<file path="src/hdl/dalq_pkg.sv">
// package: sizes, register indexes and the channel row type of the detection alarm qualifier
`timescale 1ns / 1ps
package dalq_pkg;

  localparam int CHANNELS   = 4;
  localparam int CLASSES    = 16;
  localparam int COUNT_BITS = 8;

  localparam int MASK_W  = 16;
  localparam int NCLS    = (CLASSES < MASK_W) ? CLASSES : MASK_W;
  localparam int CH_W    = 2;
  localparam int CH_AW   = (CHANNELS > 1) ? $clog2(CHANNELS) : 1;
  localparam int TICK_W  = 32;
  localparam int NEED_W  = 8;
  localparam int LEN_W   = 16;
  localparam int CMP_W   = 17;
  localparam int CFG_IDX_W  = 2;
  localparam int CFG_DATA_W = 16;

  localparam logic [CFG_IDX_W-1:0] REG_WATCH_MASK    = 2'd0;
  localparam logic [CFG_IDX_W-1:0] REG_FRAMES_NEEDED = 2'd1;
  localparam logic [CFG_IDX_W-1:0] REG_SEGMENT_TICKS = 2'd2;

  localparam logic KIND_FRAME = 1'b0;
  localparam logic KIND_TICK  = 1'b1;

  typedef logic [COUNT_BITS-1:0] count_t;
  typedef logic [MASK_W-1:0] mask_t;

  typedef struct packed {
    count_t [NCLS-1:0]  counts;
    mask_t              suppressed;
    mask_t              pending;
    logic               seg_open;
    logic [TICK_W-1:0]  seg_end;
  } row_t;

endpackage

</file>
<file path="src/hdl/detection_alarm_qualifier_top.sv">
// top level: per-channel detection qualifying, segment timing and alarm results
`timescale 1ns / 1ps
// Takes one beat per clock cycle, frames and ticks alike, as long as the result
// side keeps up. An accepted frame is held in the stage-one registers, and its
// result is then captured in the output register; a tick, or a frame on a
// channel beyond the configured count, gives no result. Each frame reads its
// channel row (run counts, suppressed and pending classes, segment state) from
// a registered-read memory and writes it back as it leaves stage one; a frame
// on the same channel right behind it gets the written row forwarded. Rows read
// as all zero after reset until first written, so no clearing pass is needed.
// Configuration writes are always taken and are meant for idle periods only.
module detection_alarm_qualifier_top (
  input  logic                            clk,
  input  logic                            rst_n,
  input  logic                            in_valid,
  output logic                            in_ready,
  input  logic                            in_kind,
  input  logic [dalq_pkg::CH_W-1:0]       in_channel,
  input  logic [dalq_pkg::MASK_W-1:0]     in_class_mask,
  input  logic                            in_recorder_ready,
  output logic                            out_valid,
  input  logic                            out_ready,
  output logic [dalq_pkg::MASK_W-1:0]     out_fired_classes,
  output logic                            out_alarm_now,
  output logic                            out_segment_started,
  output logic                            out_segment_closed,
  output logic [dalq_pkg::MASK_W-1:0]     out_segment_classes,
  output logic                            out_recording,
  input  logic                            cfg_valid,
  output logic                            cfg_ready,
  input  logic [dalq_pkg::CFG_IDX_W-1:0]  cfg_index,
  input  logic [dalq_pkg::CFG_DATA_W-1:0] cfg_data
);
  import dalq_pkg::*;

  row_t                mem [CHANNELS];
  logic [CHANNELS-1:0] row_valid_r;

  logic [MASK_W-1:0] watch_mask_r;
  logic [NEED_W-1:0] frames_needed_r;
  logic [LEN_W-1:0]  segment_ticks_r;
  logic [TICK_W-1:0] now_ticks_r;

  logic              s1_valid_r;
  logic [CH_AW-1:0]  s1_addr_r;
  mask_t             s1_mask_r;
  logic              s1_rec_ready_r;
  row_t              rd_row_r;
  logic              rd_hit_r;
  logic              fwd_hit_r;
  row_t              wr_row_r;

  logic              out_valid_r;
  mask_t             out_fired_r;
  logic              out_alarm_r;
  logic              out_started_r;
  logic              out_closed_r;
  mask_t             out_classes_r;
  logic              out_recording_r;

  logic              s1_go;
  logic              in_accept;
  logic              frame_ok;
  logic [CH_AW-1:0]  in_addr;

  row_t              cur_row;
  row_t              row_nxt;
  mask_t             all_mask;
  mask_t             watched;
  mask_t             seen;
  mask_t             fired;
  mask_t             closed_classes;
  logic              alarm;
  logic              started;
  logic              closed;
  logic [CMP_W-1:0]  need;
  logic [CMP_W-1:0]  len;
  logic [TICK_W-1:0] diff;

  assign s1_go     = s1_valid_r && (!out_valid_r || out_ready);
  assign in_ready  = !s1_valid_r || s1_go;
  assign in_accept = in_valid && in_ready;
  assign in_addr   = CH_AW'(in_channel);
  assign frame_ok  = (in_kind == KIND_FRAME) && (int'(in_channel) < CHANNELS);
  assign cfg_ready = 1'b1;

  always_comb begin
    if (fwd_hit_r) begin
      cur_row = wr_row_r;
    end else if (rd_hit_r) begin
      cur_row = rd_row_r;
    end else begin
      cur_row = '0;
    end
  end

  always_comb begin
    logic [CMP_W-1:0] prev_w;
    logic [CMP_W-1:0] cnt_w;
    all_mask = MASK_W'((64'd1 << NCLS) - 64'd1);
    watched  = (watch_mask_r == '0) ? all_mask : (watch_mask_r & all_mask);
    seen     = s1_mask_r & watched;
    need     = (frames_needed_r == '0) ? CMP_W'(1) : CMP_W'(frames_needed_r);
    len      = (segment_ticks_r == '0) ? CMP_W'(1) : CMP_W'(segment_ticks_r);
    row_nxt  = cur_row;
    fired    = '0;
    alarm    = 1'b0;
    started  = 1'b0;
    closed   = 1'b0;
    closed_classes = '0;
    prev_w   = '0;
    cnt_w    = '0;
    for (int k = 0; k < NCLS; k++) begin
      if (watched[k]) begin
        if (seen[k]) begin
          prev_w = CMP_W'(cur_row.counts[k]);
          if (cur_row.counts[k] != '1) begin
            row_nxt.counts[k] = cur_row.counts[k] + 1'b1;
          end
          cnt_w = CMP_W'(row_nxt.counts[k]);
          if (cnt_w >= need && prev_w < need && !cur_row.suppressed[k]) begin
            fired[k] = 1'b1;
          end
        end else begin
          row_nxt.counts[k] = '0;
        end
      end
    end
    if (fired != '0) begin
      if (!cur_row.seg_open) begin
        row_nxt.pending    = '0;
        row_nxt.suppressed = '0;
        if (s1_rec_ready_r) begin
          row_nxt.seg_open   = 1'b1;
          row_nxt.seg_end    = now_ticks_r + TICK_W'(len);
          row_nxt.pending    = fired;
          row_nxt.suppressed = fired;
          started            = 1'b1;
        end else begin
          alarm = 1'b1;
        end
      end else begin
        row_nxt.pending    = cur_row.pending | fired;
        row_nxt.suppressed = cur_row.suppressed | fired;
      end
    end
    diff = now_ticks_r - row_nxt.seg_end;
    if (row_nxt.seg_open && !diff[TICK_W-1]) begin
      closed             = 1'b1;
      closed_classes     = row_nxt.pending;
      row_nxt.pending    = '0;
      row_nxt.suppressed = '0;
      row_nxt.seg_open   = 1'b0;
    end
  end

  // channel row memory
  always_ff @(posedge clk) begin
    if (s1_go) begin
      mem[s1_addr_r] <= row_nxt;
    end
    if (in_accept) begin
      rd_row_r <= mem[in_addr];
    end
  end

  always_ff @(posedge clk) begin
    if (!rst_n) begin
      row_valid_r     <= '0;
      watch_mask_r    <= '0;
      frames_needed_r <= NEED_W'(1);
      segment_ticks_r <= LEN_W'(10);
      now_ticks_r     <= '0;
      s1_valid_r      <= 1'b0;
      out_valid_r     <= 1'b0;
      rd_hit_r        <= 1'b0;
      fwd_hit_r       <= 1'b0;
    end else begin
      if (cfg_valid && cfg_ready) begin
        unique case (cfg_index)
          REG_WATCH_MASK:    watch_mask_r    <= MASK_W'(cfg_data);
          REG_FRAMES_NEEDED: frames_needed_r <= NEED_W'(cfg_data);
          REG_SEGMENT_TICKS: segment_ticks_r <= LEN_W'(cfg_data);
          default: ;
        endcase
      end
      if (in_accept && in_kind == KIND_TICK) begin
        now_ticks_r <= now_ticks_r + 1'b1;
      end
      if (s1_go) begin
        row_valid_r[s1_addr_r] <= 1'b1;
      end
      if (in_accept) begin
        s1_valid_r <= frame_ok;
        rd_hit_r   <= row_valid_r[in_addr];
        fwd_hit_r  <= s1_go && (s1_addr_r == in_addr);
      end else if (s1_go) begin
        s1_valid_r <= 1'b0;
      end
      if (s1_go) begin
        out_valid_r <= 1'b1;
      end else if (out_ready) begin
        out_valid_r <= 1'b0;
      end
    end
  end

  // payload registers
  always_ff @(posedge clk) begin
    if (in_accept) begin
      s1_addr_r      <= in_addr;
      s1_mask_r      <= in_class_mask;
      s1_rec_ready_r <= in_recorder_ready;
    end
    if (s1_go) begin
      wr_row_r        <= row_nxt;
      out_fired_r     <= fired;
      out_alarm_r     <= alarm;
      out_started_r   <= started;
      out_closed_r    <= closed;
      out_classes_r   <= closed_classes;
      out_recording_r <= row_nxt.seg_open;
    end
  end

  assign out_valid           = out_valid_r;
  assign out_fired_classes   = out_fired_r;
  assign out_alarm_now       = out_alarm_r;
  assign out_segment_started = out_started_r;
  assign out_segment_closed  = out_closed_r;
  assign out_segment_classes = out_classes_r;
  assign out_recording       = out_recording_r;

endmodule

</file>
<file path="config.mk">
export PLATFORM = sky130hd
export DESIGN_NAME = detection_alarm_qualifier_top
export DESIGN_NICKNAME = d
export VERILOG_FILES = /design/src/hdl/dalq_pkg.sv /design/src/hdl/detection_alarm_qualifier_top.sv
export SDC_FILE = /design/constraint.sdc
export NUM_CORES = 2
export LEC_CHECK = 0
export BUFFER_PORTS_ARGS = -buffer_cell sky130_fd_sc_hd__buf_2
export CORE_MARGIN = 2
export CORE_UTILIZATION = 65
export CTS_BUF_LIST = sky130_fd_sc_hd__clkbuf_4 sky130_fd_sc_hd__clkbuf_8
export CTS_CLUSTER_SIZE = 40
export DETAILED_ROUTE_END_ITERATION = 6
export PLACE_DENSITY = 0.82
export SYNTH_ARGS = -nofsm -noshare
export SYNTH_HDL_FRONTEND = slang
export SYNTH_SLANG_ARGS = --single-unit
</file>
<file path="constraint.sdc">
create_clock -name clk -period 18.5 [get_ports clk]
set_input_delay 1.85 -clock clk [delete_from_list [all_inputs] [get_ports clk]]
set_output_delay 1.85 -clock clk [all_outputs]
set_load 0.005 [all_outputs]
</file>
# Yosys cells after proc, flatten, opt, wreduce, memory -nomap -nowiden
# Memory sizes are Yosys's and may differ from the RTL's. A register that Yosys moved wholly into a read port is not among the register bits.
# Cells that the tools add are included.
[classes]
n_addsub = 19
n_lt_le_gt_ge = 35
n_eq_ne = 19
muxes = 151
n_bitwise = 6
reduce_logical = 70
[op_table]
columns = ["operator", "n"]
rows = [
  ["$mux 8", 81],
  ["$mux 193", 2],
  ["$mux 65", 2],
  ["$add 8x1->8 const B", 16],
  ["$ge 8x8->1", 16],
  ["$lt 8x8->1", 16],
  ["$ne 8x8->1 const B", 16],
  ["$mux 33", 2],
  ["$mux 1", 59],
  ["$logic_and 1x1->1", 38],
  ["$add 32x1->32 const B", 1],
  ["$add 32x16->32", 1],
  ["$logic_not 16->1", 2],
  ["$mux 16", 2],
  ["$mux 32", 1],
  ["$or 16x16->16", 2],
  ["$sub 32x32->32", 1],
  ["$logic_not 1->1", 19],
  ["$and 16x16->16", 1],
  ["$reduce_bool 16->1", 1],
  ["$logic_not 8->1", 1],
  ["$lt 2x3->1 const B", 2],
  ["$reduce_and 2->1", 3],
  ["$or 4x4->4", 1],
  ["other kinds (11)", 14],
]
[totals]
reg_bits = 327
ramBits = 772
in_bits = 43
memories = 1
[memory_table]
columns = ["memory", "words", "word_bits", "read_ports", "rd_ports_with_merged_regs", "write_ports", "line_no", "source"]
rows = [
  ["mem", 4, 193, 1, 1, 1, "detection_alarm_qualifier_top.sv:36", "row_t mem [CHANNELS];"],
]

# Logic depth before layout (Yosys ltp)
[logic_depth]
ltp_word = 19
mapped_depth = 44
mapped_depth_nobuf = 34

# Worst setup path after synthesis
# OpenSTA, ideal clock, no wires.
[synth_timing]
kind = "input port to flip-flop"
startpoint = "input out_ready"
endpoint = "memory mem[1][0] (netlist bit), enable pin"
arrival_time_ns = 16.062
required_ns = 17.475
path_slack_ns = 1.413
stages = 3
n_path_buf = 0
cell_sequence = "nand2b_1 nand2_1 nor3b_1"
[synth_via]
elab_chain_len = 4
[synth_lines]
columns = ["item", "line_no", "source"]
rows = [
  ["start, declared", "detection_alarm_qualifier_top.sv:22", "input logic out_ready,"],
  ["$logic_or 1x1->1", "detection_alarm_qualifier_top.sv:80", "assign s1_go = s1_valid_r && (!out_valid_r || out_ready);"],
  ["$logic_and 1x1->1", "detection_alarm_qualifier_top.sv:80", ""],
  ["$mux 1", "detection_alarm_qualifier_top.sv:159", "if (s1_go) begin"],
  ["$mux 1 (not written as such)", "detection_alarm_qualifier_top.sv:160", "mem[s1_addr_r] <= row_nxt;"],
  ["end, declared", "detection_alarm_qualifier_top.sv:36", ""],
]
# Every way passes these cells.

==> impl_results.md <==
- Setup Skew: 57.00 ps
- Clk root buf: clkbuf_8
- Post-route ant nets: 0
- # fillers: 5644
- Max Root-Sink Buffers: 3
- Multi-input gate area: 19530 um2
- Worst slack, placed: 7036 ps
- Setup-failing EPs final: 0
- CP max-delay cell: nor4_1
- Worst Hold Class: reg -> reg
- Synth Flop Type: edfxtp_1
- Psw: 1.445 mW
- Num CTS Buffers: 199
- Final Routed Wirelength: 136000 um
- Rows: 110
- CTS resizes: 0
- Fin crit share: 63.49%
- Async SR Flop Fraction: 0%
- Antenna violations before repair: 4
- Part of the power in combinational logic: 7.0%
- Die height: 305.2 um
- # DRC: 4
- Static leakage: 23.50 nW
- Synth warn: 0
- Number of flops mapped to enable cells by yosys: 1212
- Adder-Cell Fraction of Synth Area: 6.465%
- Sw Share: 23.59%
- CTS Hold Bufs: 0
- Sequential share of power: 54.0%
- Status: finished with violations
- Drt first pass iters: 7
- Worst Path Required: 19090 ps
- Netlist Area Pre-Place: 58950 um2
- Drt wl/cell: 24.91 um
- Crit Path Class: reg -> reg
- H-tree depth: 4
- Fin nets: 4467
- DR vias/cell: 6.604
- Clock Pin Slew Worst Setup and Hold Paths: 70 ps
- First-pass GRT wire length: 209300 um
- Worst-skew pair later-pin latency: 900 ps
- Core area: 90010 um2
- Syn Inst Count: 3986
- Final hold slack: 473.3 ps
- Least-Margin Pin Slew: 1203 ps
- RSZ-0062 raised after global routing: false
- Post-CTS Setup Bufs: 0
- Sequential cell area: 38000 um2
- Simple-gate share of the synthesized area: 7.155%
- CP Capture Type: flip-flop
- GPL Wtd Cong: 0.8801
- Vias in the first global route: 36140
- GRT Total Usage: 29.52%
- Initial DRC count: 3892
- Grt total ovfl: 0
- Post-layout min period: 11750 ps
- Post-synthesis sequential area ratio: 64.45%
- Final-report max-slew violation count: 0
- Max FO, Critical Path: 55
- CTS tree: yes
- Internal: 4.679 mW
- Max cap viols: 0
- Pin count of the biggest net entering global routing: 144
- Crit-path max cell delay: 1020 ps
- Setup TNS: 0 ps
- Max IR drop VDD: 0.00007623 V
- Clk sinks: 1292
- Die X: 305.2 um
- Violated checks: design-rule violations
- Layout cells sized above 1: 16.41%
- Pwr dens: 94.89 nW/um2
- Via Count: 36060
- Mapped Nets: 4333
- Compound-gate portion of the synthesized area: 9.648%
- Io pins: 82
- Netlist cell types: 78
- Die Area: 93120 um2
- Max_slew headroom: 19.07%
- DPL Wire Length: 79780 um
- Final Hold Viols: 0
- Post-synthesis mux area share: 8.046%
- Starting Density: 65.49%
- Setup slack after layout: 6754 ps
- I/O Buffers: 80
- Arrival time worst endpoint: 12340 ps
- Largest family of logic cells by synthesized area: compound AO/OA/AOI/OAI gates
- Layout area overhead: 9.470%
- Max frequency: 0.08514 GHz
- Xor/xnor share of the synthesized area: 1.753%
- Pwr Total: 6.124 mW
- Clock Power Share: 39.0%
- Mean post-synth cell area: 14.79 um2
- Startpoint types: flip-flop
- Synthesis-stage register bit count: 1292
-- worst max-delay path: cells and delay by family (launching register included) --
family          cells  cell delay (ps)
mux                 1              570
xor+xnor            1              100
compound gates     14             3020
simple gates       11             3920
buf+inv             5             2450
fa+ha+maj           3              820
flops               1              460
-- worst paths after layout --
path,cells after the start,to,startpoint,slack (ps)
max,35,mem[0][49],fwd_hit_r,6750
min,1,row_valid_r[3],row_valid_r[3],470
max reg2reg,35,mem[0][49],fwd_hit_r,6750
min reg2reg,1,row_valid_r[3],row_valid_r[3],470
-- kinds of logic after synthesis --
family / count (synthesis)
AOI/OAI and AO/OA: 836
xor gates and xnor gates: 118
adders and majority gates: 304
buffers and inverters: 377
DFF: 1292
muxes: 229
other: 1
and+or+nand+nor: 829
-- cells in the final DEF (no fill, tap or decap), types with 105 or more instances in the layout --
| cell type | n |
|---|---|
| ha_1 | 303 |
| o21ai_0 | 203 |
| inv_1 | 180 |
| nand2_1 | 230 |
| nand3_1 | 147 |
| xnor2_1 | 105 |
| edfxtp_1 | 1212 |
| clkbuf_8 | 206 |
| nor2_1 | 133 |
| a22oi_1 | 145 |
| mux4_2 | 194 |
| a21oi_1 | 112 |
-- sequential cells by signal, indices dropped and copies added, names as in the netlist --
register             flops
frames_needed_r          8
fwd_hit_r                1
mem                    772
now_ticks_r             32
out_alarm_now            1
out_fired_classes       16
out_recording            1
out_segment_classes     16
out_segment_closed       1
out_segment_started      1
out_valid                1
rd_hit_r                 1
rd_row_r               193
row_valid_r              4
s1_addr_r                2
s1_mask_r               16
s1_rec_ready_r           1
s1_valid_r               1
segment_ticks_r         16
watch_mask_r            16
wr_row_r               192
-- synthesized netlist by cell type (44+ instances only) --
cell	n	share of area [%]
buf_1	44	0.28
o21ai_0	203	1.7
nand2_1	230	1.5
inv_1	189	1.2
mux4_2	194	7.4
a22o_1	59	0.88
nand3_1	147	1.2
clkbuf_1	121	0.77
and3_1	49	0.52
a21oi_1	112	0.95
nor2_1	133	0.85
ha_1	303	6.4
dfxtp_1	80	2.7
xnor2_1	105	1.6
a22oi_1	145	1.8
edfxtp_1	1212	62
-- power groups by stage --
stage          sequential [mW]  combinational (mW)  clock [mW]
6_report                  3.31               0.428        2.39
5_1_grt                   3.31               0.461        2.54
3_5_place_dp              3.37               0.423           0
3_3_place_gp              3.37               0.410           0
2_1_floorplan             3.37               0.289           0
4_1_cts                   3.31               0.425        2.42
-- per-layer routing --
layer  part of all wire [%]  wire [um]  up-vias  track usage (%)
li1                       -          -    16000                -
met1                     39      53420    17910            39.50
met2                     48      65430     1824            47.88
met3                    8.8      11970      327            5.733
met4                    3.8       5208        2            12.76
met5                 0.0074         10        -                0
-- through the flow --
stage / area, um2 / util (%) / cells
after floorplan: 58950 / - / 3986
after global placement: 60530 / 67.24 / 5095
after detailed placement: 60530 / 67.24 / 5095
after CTS: 64530 / 71.69 / 5459
after global routing: 64530 / 71.69 / 5460
final: 64540 / 71.70 / 5461
-- cell type report --
cell class | count | area share [%]
sequential | 1292 | 58.88
multi-input combinational | 2317 | 30.26
clock buffer | 265 | 5.080
tap | 1176 | 2.280
timing repair buffer | 120 | 1.233
inverter | 190 | 1.132
clock inverter | 99 | 1.123
antenna | 2 | 0.007755
Power figures use the tool's default switching activity.
